File: config.mk
export PLATFORM = sky130hd
export DESIGN_NAME = oaid_cell
export DESIGN_NICKNAME = d
export VERILOG_FILES = /design/src/hw/rtl/oaid_pkg.sv /design/src/hw/rtl/oaid_cell.sv
export SDC_FILE = /design/constraint.sdc
export NUM_CORES = 1
export LEC_CHECK = 0
export ABC_CLOCK_PERIOD_IN_PS = 2800
export BUFFER_PORTS_ARGS = -buffer_cell sky130_fd_sc_hd__buf_2
export CAP_MARGIN = 20
export CORE_AREA = 2 2 94 96
export CTS_CLUSTER_DIAMETER = 100
export DETAILED_ROUTE_END_ITERATION = 10
export DIE_AREA = 0 0 96 98
export PLACE_DENSITY = 0.69
export SKIP_CTS_REPAIR_TIMING = 1
export SLEW_MARGIN = 20
export SYNTH_ARGS = -nofsm -noshare
export SYNTH_HDL_FRONTEND = slang
export SYNTH_SLANG_ARGS = --single-unit
File: constraint.sdc
create_clock -name clk -period 2.8 [get_ports clk]
set_input_delay 0.28 -clock clk [delete_from_list [all_inputs] [get_ports clk]]
set_output_delay 0.28 -clock clk [all_outputs]
set_load 0.01 [all_outputs]
File: src/hw/rtl/oaid_pkg.sv
// Package of the ordered array block: operation and status codes, control
// state, the per-cell control struct and default sizes. No dependencies.
package oaid_pkg;

  localparam int CAPACITY_DEFAULT = 64;
  localparam int ENTRY_W          = 32;
  localparam int INDEX_W          = 6;
  localparam int COUNT_OUT_W      = 7;

  typedef enum logic [2:0] {
    OP_APPEND = 3'd0,
    OP_INSERT = 3'd1,
    OP_UPDATE = 3'd2,
    OP_DELETE = 3'd3,
    OP_READ   = 3'd4
  } op_t;

  typedef enum logic [1:0] {
    ST_DONE = 2'd0,
    ST_OOB  = 2'd1,
    ST_FULL = 2'd2
  } status_t;

  typedef enum logic [0:0] {
    FSM_IDLE  = 1'b0,
    FSM_SHIFT = 1'b1
  } fsm_t;

  typedef struct packed {
    logic wr_at;
    logic shift_up;
    logic shift_dn;
    logic rd_load;
    logic rd_shift;
  } cell_ctrl_t;

endpackage

File: src/hw/rtl/oaid_cell.sv
// One cell of the ordered array row: holds one entry and one read-out word.
// Depends on oaid_pkg for the control struct and the entry width.
module oaid_cell #(
  parameter int PW  = 7,
  parameter int POS = 0
) (
  input  logic                                  clk,
  input  oaid_pkg::cell_ctrl_t                  ctrl,
  input  logic [PW-1:0]                         key,
  input  logic signed [oaid_pkg::ENTRY_W-1:0]   value,
  input  logic signed [oaid_pkg::ENTRY_W-1:0]   left_entry,
  input  logic signed [oaid_pkg::ENTRY_W-1:0]   right_entry,
  input  logic signed [oaid_pkg::ENTRY_W-1:0]   right_rd,
  output logic signed [oaid_pkg::ENTRY_W-1:0]   entry,
  output logic signed [oaid_pkg::ENTRY_W-1:0]   rd
);
  import oaid_pkg::*;

  logic hit;
  logic above;

  assign hit   = (key == PW'(POS));
  assign above = (PW'(POS) > key);

  always_ff @(posedge clk) begin
    if (ctrl.shift_up && above) begin
      entry <= left_entry;
    end else if (ctrl.shift_dn && (hit || above)) begin
      entry <= right_entry;
    end else if (ctrl.wr_at && hit) begin
      entry <= value;
    end
    if (ctrl.rd_load) begin
      rd <= entry;
    end else if (ctrl.rd_shift) begin
      rd <= right_rd;
    end
  end

endmodule

==> results of run 1 <==
-- metrics by stage --
| stage | power [mW] | setup WS, ps | utilization | std cells | instance area (sq um) |
|---|---|---|---|---|---|
| after floorplan | 1.23 | 278 | - | 141 | 2850 |
| after global placement | 1.35 | 1040 | 0.453 | 417 | 3830 |
| after detailed placement | 1.35 | 1010 | 0.453 | 417 | 3830 |
| after CTS | 2.19 | 1360 | 0.478 | 433 | 4040 |
| after global routing | 2.26 | 1320 | 0.478 | 433 | 4040 |
| final | 2.16 | 1370 | 0.478 | 433 | 4040 |
-- cell families (layout without fill, tap and decap cells) --
family,after synthesis,in the layout,share of synthesized area
muxes,64,64,0.292
DFF,64,64,0.673
buffers and inverters,7,191,0.0175
and+or+nand+nor,5,5,0.0145
AOI/OAI and AO/OA,1,1,0.00263
-- worst paths after layout --
| path | start | end |
|---|---|---|
| setup / recovery | key[3] | entry[16] |
| hold / removal | value[2] | entry[2] |
| setup reg to reg | entry[1] | rd[1] |
| hold reg to reg | entry[16] | rd[16] |
-- sequential cells by signal, indices dropped and copies added, names as in the netlist --
| signal | flops |
|---|---|
| entry | 32 |
| rd | 32 |
-- layer usage --
layer | wire (microns) | part of all wire | track usage
met3 | 424 | 0.068 | 0.0386
met2 | 3410 | 0.54 | 0.232
met4 | 66 | 0.011 | 0.0396
met5 | 0 | 0 | 0
met1 | 2370 | 0.38 | 0.150
-- layout by cell type (no fill, tap or decap), types with 2 or more instances in the layout --
master and count:
buf_2 171, buf_4 4, edfxtp_1 64, mux2_2 34, bufinv_16 2, mux2_4 30
clkinvlp_4 2, clkinv_1 3, clkbuf_8 9
-- cell type report --
type                       count  area (sq um)  share of cell area
clock buffer                   9           124              0.0306
clock inverter                 7          86.3              0.0214
multi-input combinational     70           890               0.220
sequential                    64          1920               0.475
tap                          108           135              0.0334
timing repair buffer         175           886               0.219
-- power groups by stage --
| stage | Combinational, mW | Clock, mW | Sequential [mW] |
|---|---|---|---|
| final | 0.222 | 0.833 | 1.11 |
| after global routing | 0.242 | 0.912 | 1.11 |
| after CTS | 0.227 | 0.860 | 1.11 |
| after detailed placement | 0.226 | 0 | 1.13 |
| after global placement | 0.222 | 0 | 1.13 |
| after floorplan | 0.0811 | 0 | 1.15 |
==> summary.md, run 1 <==
| Metric | Value |
|---|---|
| Max_cap viols | 0 |
| Critical path class | primary input to register |
| Worst setup SP type | primary input |
| Reg2Reg Setup Slack | 1850 ps |
| Hold Path Class | primary input to register |
| Worst EP arrival | between 1000 and 1500 ps |
| Minimum clock period | about 1400 ps |
| CP Cell Sequence | buf_2 > nor4_2 > o211ai_1 > nor2_4 > buf_4 |
| Final Skew | roughly 10 ps |
| Fin Hold WS | around 240 ps |
| NetSw | 438 uW |
| Internal cell power | about 1.7 mW |
| Final #Nets | between 400 and 500 |
| GR Overflow Total | 0 |
| DRT antenna net count | 0 |
| Ant. Diodes | 0 |
| Layout cells sized above 1 | 0.788 |
| Post-synth ARST share | 0 |
| Top cell type's share of synthesized area | 0.673 |
| Cell family contributing the most delay on the critical path | buffers and inverters |
| LEAKAGE | 1.85 nW |
| Clock Latency Late Sink | approximately 330 ps |
| Tightest Pin Transition | around 780 ps |
| Vias in the first global route | around 1900 |
| Cell taking the most area after synthesis | edfxtp_1 |
| Post-synth top cells | edfxtp_1, mux2_2, mux2_4 |
| Final setup viols | 0 |
| DP Wirelength | 4.77 mm |
| Root Driver | clkbuf_8 |
| Number of detailed-route iterations in the first pass | 4 |
| Cts bufs inserted | 9 |
| Slowest Stage Delay on Critical Path | a little under 400 ps |
| Chip width | approximately 96 microns |
| GRT Util Overall | 0.131 |
| Mapped Cells | approximately 140 |
| Initial Util | 0.337 |
| RSZ-0062 raised after global routing | no |
| P&R area growth vs syn | 41.6% |
| Maximum root-to-sink buffer count | 2 |
| Placement Rows | 34 |
| Clock Power Share | 0.386 |
| Syn_area_per_cell | around 20 sq um |
| GP Congestion | approximately 0.76 |
| DR vias | 1928 |
| Wire per inst | between 10 and 15 microns |
| Cell Area, Synth | approximately 2900 sq um |
| DRT Wirelength | ~6.3 mm |
| Pin count of the biggest net entering global routing | 33 |
| DRT iter0 DRCs | 41 |
| Main synth FF type | edfxtp_1 |
| Initial antenna violation count | 0 |
| Critical path depth | 5 |
| Slowest-stage cell, CP | buf_4 |
| Post-Syn Nets | around 280 |
| # clock sinks | 64 |
| Fillers | 762 |
| Reg2Reg Depth | 1 |
| Unique masters post-synth | 11 |
| Status | complete, no violations |
| Pwr Density | 534 nW/um^2 |
| Die ar. | 9410 sq um |
| CTS tree | built |
| DR DRC count | 0 |
| Critical Path RT | 2770 ps |
| Depth of the worst hold-timing path | 2 |
| # IOs | around 210 |
| Gate power share | 0.103 |
| Worst slew margin | 0.481 |
| Seq/Total Area, Yosys | 0.673 |
| Fmax achieved | around 0.7 GHz |
| CP bufs+invs | 2 |
| Cells taking the most area after synthesis | edfxtp_1, mux2_4, mux2_2 |
| Synthesized flop and latch total | between 60 and 70 |
| H-tree depth | 3 |
| Crit Path Max Fanout | 32 |
| Yosys warns | 0 |
| Number of synthesized flops with an enable pin | between 60 and 70 |
| Avg Vias per Cell | 4.45 |
| First-pass GRT wire length | approximately 9.3 mm |
| Period utilisation layout | 0.511 |
| Core ar. | approximately 8500 sq um |
| Part of the power in registers | 0.512 |
| Worst ir drop on vdd | roughly 0.27 mV |
| Setup TNS Final | 0 ps |
| Slew Viols, Final | 0 |
| Die H | ~98 microns |
| Sw Share | 0.203 |
| CP Capture Type | register |
| Port Buffers | 171 |
| Fin. Hold Viols | 0 |
| Most frequent cell after synthesis | edfxtp_1 |
| Clk slew on worst S/H paths | ~80 ps |
Note: power is estimated with default switching activity, not from simulation.
==> run 2, diff against run 1 <==
- ABC_CLOCK_PERIOD_IN_PS: 2800 -> 1300
- PLACE_DENSITY: 0.69 -> 0.72
- clock period: 2.8 -> 1.3 ns (I/O delays scaled with it)
==> run 2 against run 1 <==
Compared with the run above:
- sequential share of layout area is 0.84 points lower
- cell count is 0.92% higher
- sequential power is 110% higher
- largest cell class unchanged
- largest power group unchanged
==> summary.md, run 2 (same netlist as run 1, synthesis figures left out) <==
| Metric | Value |
|---|---|
| Die ar. | 9410 sq um (unchanged) |
| Leading registers by flop count | entry (32), rd (32) |
| DRT Wirelength | 6.38 mm (+1.8%) |
| Most frequent cells in the layout | buf_2, edfxtp_1, mux2_2 |
| DR vias | 1932 (+0.21%) |
| Critical Path RT | 1370 ps (-1400 ps) |
| Clock Latency Late Sink | 320 ps (about the same) |
| GR Overflow Total | 0 (unchanged) |
| Origin of the worst setup path | key[3] |
| Maximum root-to-sink buffer count | 2 (unchanged) |
| Fin. Hold Viols | 0 (unchanged) |
| Highest metal used | met4 |
| Avg Vias per Cell | 4.42 (-0.71%) |
| Critical path class | primary input to register |
| Slew Viols, Final | 0 (unchanged) |
| First-pass GRT wire length | 9.56 mm (+2.4%) |
| Hold Crit Start | right_rd[22] |
| CP Capture Type | register |
| Final setup viols | 0 (unchanged) |
| Fmax achieved | approximately 0.81 GHz |
| Chip width | 96 microns (unchanged) |
| Core ar. | 8470 sq um (unchanged) |
| # clock sinks | 64 (unchanged) |
| Util after Layout | 0.486 (+0.00857) |
| DR DRC count | 0 (unchanged) |
| RSZ-0062 raised after global routing | no |
| P&R area growth vs syn | 44.2% |
| Most common cell after layout, fill and taps aside | buf_2 |
| Tightest Pin Transition | 471 ps (-308 ps) |
| # IOs | 205 (unchanged) |
| Cts bufs inserted | 9 (unchanged) |
| Initial Util | 0.337 (unchanged) |
| Minimum clock period | between 1000 and 1500 ps |
| Final #Nets | 465 (+0.87%) |
| Placement Cell Area | 3910 sq um (+2.1%) |
| Final Skew | 8.64 ps (-1.48 ps) |
| Period utilisation layout | 0.950 |
| CTS tree | built |
| Wire length on met1 | 2.49 mm (+5.1%) |
| Finished Layout Cells | 437 (+0.92%) |
| DR WL met2 | 3.29 mm (-3.5%) |
| Met3 WL | 485 microns (+14%) |
| Final Instance Area | 4120 sq um (+1.8%) |
| Ant. Diodes | 0 (unchanged) |
| DP Wirelength | 4.91 mm (+2.9%) |
| Hold Path Class | primary input to register |
| Placement Rows | 34 (unchanged) |
| DRT iter0 DRCs | 53 (+29%) |
| Port Buffers | 171 (unchanged) |
| Fillers | 758 (-0.52%) |
| Vias in the first global route | 2061 (+7.8%) |
| Placed insts | 421 (+0.96%) |
| Dpl ws | -283 ps (-1290 ps) |
| Number of detailed-route iterations in the first pass | 4 (unchanged) |
| GRT Util Overall | 0.134 (+0.00334) |
| Worst ir drop on vdd | 0.514 mV (+90%) |
| Reg2reg start | entry[1] |
| Max_cap viols | 0 (unchanged) |
| H-tree depth | 3 (unchanged) |
| DRT antenna net count | 0 (unchanged) |
| Root Driver | clkbuf_8 |
| Pwr Density | 1130 nW/um^2 (+110%) |
| Layout cells sized above 1 | 0.787 (about the same) |
| Final worst setup slack | 64.4 ps (-1300 ps) |
| Wire per inst | 14.6 microns (+0.90%) |
| Worst slew margin | 0.686 (+0.205) |
| Worst setup SP type | primary input |
| Status | complete, no violations |
| GP Congestion | 0.787 (+3.9%) |
| Clk slew on worst S/H paths | 70 ps (about the same) |
| Crit Path Max Fanout | 14 (-56%) |
| LEAKAGE | 1.89 nW (+2.0%) |
| Die H | 98 microns (unchanged) |
| Initial antenna violation count | 0 (unchanged) |
| Pin count of the biggest net entering global routing | 33 (unchanged) |
| Worst EP arrival | 1310 ps (-90 ps) |
## run 2: changes by cell type in the layout (fill, tap and decap cells not counted), sizes merged
cell and change:
clkbuf +3, buf +4, clkinvlp -2, clkinv -1
## run 2: path summary, 6_finish.rpt
check        cells past startpoint         to  slack (ps)
max                              5  entry[19]          60
min                              2     rd[22]         100
max reg2reg                      1      rd[1]         350
min reg2reg                      1      rd[9]         570
## run 2: critical path, stage by stage
cell and delay (ps):
buf_2 110, nor4_4 290, nand4b_2 180, buf_4 260, mux2_4 330
## run 2: cell type report
type                       instances  area (sq um)  area share
clock buffer                      12           135      0.0328
clock inverter                     4          68.8      0.0167
multi-input combinational         70           901       0.219
sequential                        64          1920       0.467
tap                              108           135      0.0328
timing repair buffer             179           953       0.232
## run 2: per-layer routing
| layer | up-vias | track usage |
|---|---|---|
| li1 | 922 | - |
| met1 | 907 | 0.146 |
| met2 | 92 | 0.232 |
| met3 | 11 | 0.0463 |
| met4 | 0 | 0.0604 |
| met5 | - | 0 |
## run 2: metrics by stage
stage                     setup TNS [ps]  power [mW]  hold slack, ps
final                                  0        4.66             102
after global placement             -9120        2.91             429
after global routing                   0        4.85            75.6
after CTS                              0        4.72            81.7
after detailed placement          -10400        2.93             433
after floorplan                    -9240        2.65             347
## run 2: report_power, final
group          switching, mW  internal, mW
clock                  0.714          1.07
combinational          0.196         0.297
sequential            0.0183          2.36
total                  0.929          3.73
==> run 3, diff against run 2 <==
- BUFFER_PORTS_ARGS: -buffer_cell sky130_fd_sc_hd__buf_2 -> default
- DONT_BUFFER_PORTS: default -> 1
- PLACE_DENSITY: 0.72 -> default
- REMOVE_ABC_BUFFERS: default -> 1
==> run 3 against run 2 <==
Compared with the run above:
- non-clock buffer count is 101 lower
- hold slack worse by 80 ps
- sequential cell count stayed put
- core utilization is 1.8 points lower
- setup slack better by 38 ps
- sequential power is 3% higher
- die area stayed put
- critical endpoint is now entry[7]
- largest power group unchanged
==> summary.md, run 3 (same netlist as run 1, synthesis figures left out) <==
| Metric | Value |
|---|---|
| Status | complete, no violations |
| Internal cell power | 3.51 mW (-5.9%) |
| Worst EP arrival | 1270 ps (-40 ps) |
| Clock Latency Late Sink | 330 ps (about the same) |
| Final Skew | 8.45 ps (-0.196 ps) |
| DR DRC count | 0 (unchanged) |
| Pwr Density | 1120 nW/um^2 (-1.3%) |
| Crit Path Max Fanout | 20 (+6) |
| Hold Path Class | primary input to register |
| Placement Rows | 34 (unchanged) |
| Final setup viols | 0 (unchanged) |
| Fin. Hold Viols | 0 (unchanged) |
| # clock sinks | 64 (unchanged) |
| Die ar. | 9410 sq um (unchanged) |
| Layout cells sized above 1 | 0.396 (-0.391) |
| # IOs | 205 (unchanged) |
| Period utilisation layout | 0.921 (-0.0295) |
| GP Congestion | 0.759 (-3.6%) |
| Finished Layout Cells | 335 (-23%) |
| Critical Path RT | 1380 ps (about the same) |
| GR Overflow Total | 0 (unchanged) |
| FF/Latch Area | 1920 sq um (unchanged) |
| Worst slew margin | 0.816 (+0.130) |
| P&R area growth vs syn | 39.0% |
| Multi-input logic area | 898 sq um (-0.28%) |
| Worst ir drop on vdd | 0.721 mV (+40%) |
| Critical path class | primary input to register |
| Leading registers by flop count | entry (32), rd (32) |
| DRT Wirelength | 6.78 mm (+6.1%) |
| RSZ-0062 raised after global routing | no |
| Util after Layout | 0.469 (-0.0176) |
| Ant. Diodes | 0 (unchanged) |
| Die H | 98 microns (unchanged) |
| Core ar. | 8470 sq um (unchanged) |
| Number of detailed-route iterations in the first pass | 4 (unchanged) |
| First-pass GRT wire length | 8.63 mm (-9.7%) |
| NetSw | 924 uW (-0.54%) |
| Avg Vias per Cell | 4.86 (+9.9%) |
| Worst setup SP type | primary input |
| Pin count of the biggest net entering global routing | 34 (+3.0%) |
| Fin Hold WS | 22.0 ps (-79.7 ps) |
| Most common cell after layout, fill and taps aside | dlygate4sd3_1 |
| Fmax achieved | 0.835 GHz (+3.2%) |
| DRT iter0 DRCs | 38 (-28%) |
| Initial antenna violation count | 0 (unchanged) |
| Tightest Pin Transition | 275 ps (-196 ps) |
| Final #Nets | 364 (-22%) |
| Vias in the first global route | 1551 (-25%) |
| DR vias | 1627 (-16%) |
| DRT antenna net count | 0 (unchanged) |
| Part of the power in registers | 0.552 (+0.041) |
| CTS tree | built |
| Max_cap viols | 0 (unchanged) |
| CP Capture Type | register |
| Gate power share | 0.084 (-0.022) |
| Cts bufs inserted | 9 (unchanged) |
| Port Buffers | 0 (-100%) |
| Most frequent cells in the layout | dlygate4sd3_1, edfxtp_1, mux2_2 |
| Placed insts | 249 (-41%) |
| Wire per inst | 20.2 microns (+38%) |
| Minimum clock period | 1200 ps (-38.3 ps) |
| Slew Viols, Final | 0 (unchanged) |
| LEAKAGE | 1.51 nW (-20%) |
| Fillers | 716 (-5.5%) |
| Clock Power Share | 0.364 (-0.020) |
| Root Driver | clkbuf_8 |
| Clk slew on worst S/H paths | 70 ps (about the same) |
| DP Wirelength | 4.32 mm (-12%) |
| Maximum root-to-sink buffer count | 2 (unchanged) |
| GRT Util Overall | 0.128 (-0.00601) |
| H-tree depth | 3 (unchanged) |
| Initial Util | 0.337 (unchanged) |
| Sw Share | 0.208 (+0.00898) |
| Chip width | 96 microns (unchanged) |
## run 3: cell count changes in the layout (fill, tap and decap cells not counted), sizes merged
cell | previous run | this run
clkinvlp | 0 | 1
buf | 179 | 7
clkinv | 2 | 4
bufinv | 2 | 1
clkbuf | 12 | 9
dlygate4sd3 | 0 | 71
## run 3: final timing paths
check	from	to	slack (ps)	cells after the start
worst max-delay path	key[3]	entry[7]	100	5
worst min-delay path	right_entry[0]	entry[0]	20	1
worst max register to register	entry[5]	rd[5]	260	1
worst min register to register	entry[10]	rd[10]	660	1
## run 3: final cells by class
type	instances	share of cell area
Sequential cell	64	0.485
Multi-Input combinational cell	70	0.226
Timing Repair Buffer	78	0.208
Tap cell	108	0.0341
Clock buffer	9	0.0312
Clock inverter	6	0.0155
## run 3: through the flow
stage	total power, mW	TNS [ps]	area (sq um)	worst slack, ps
finish	4.44	0	3970	103
global route	4.62	0	3970	58.5
CTS	4.34	0	3250	56.6
detailed placement	2.69	-10470	3060	-314
global placement	2.67	-7960	3060	-240
floorplan	2.63	-64390	2800	-1070
## run 3: metal layers
layer  track usage  wire, microns  up-vias
met4        0.0692            133        0
met2         0.205           3540      106
met3        0.0640            587       10
li1              -              -      724
met1         0.137           2510      787
met5             0              0        -
## run 3: worst max-delay path, stage by stage
cell,delay (ps)
nor4_4,280
nand4b_2,170
buf_12,190
buf_12,170
mux2_4,320
## run 3: power groups by stage
stage | sequential (mW) | combinational (mW) | clock (mW)
final | 2.45 | 0.374 | 1.62
after floorplan | 2.47 | 0.159 | 0
after global routing | 2.45 | 0.400 | 1.77
after detailed placement | 2.49 | 0.198 | 0
after global placement | 2.49 | 0.185 | 0
after CTS | 2.45 | 0.198 | 1.70
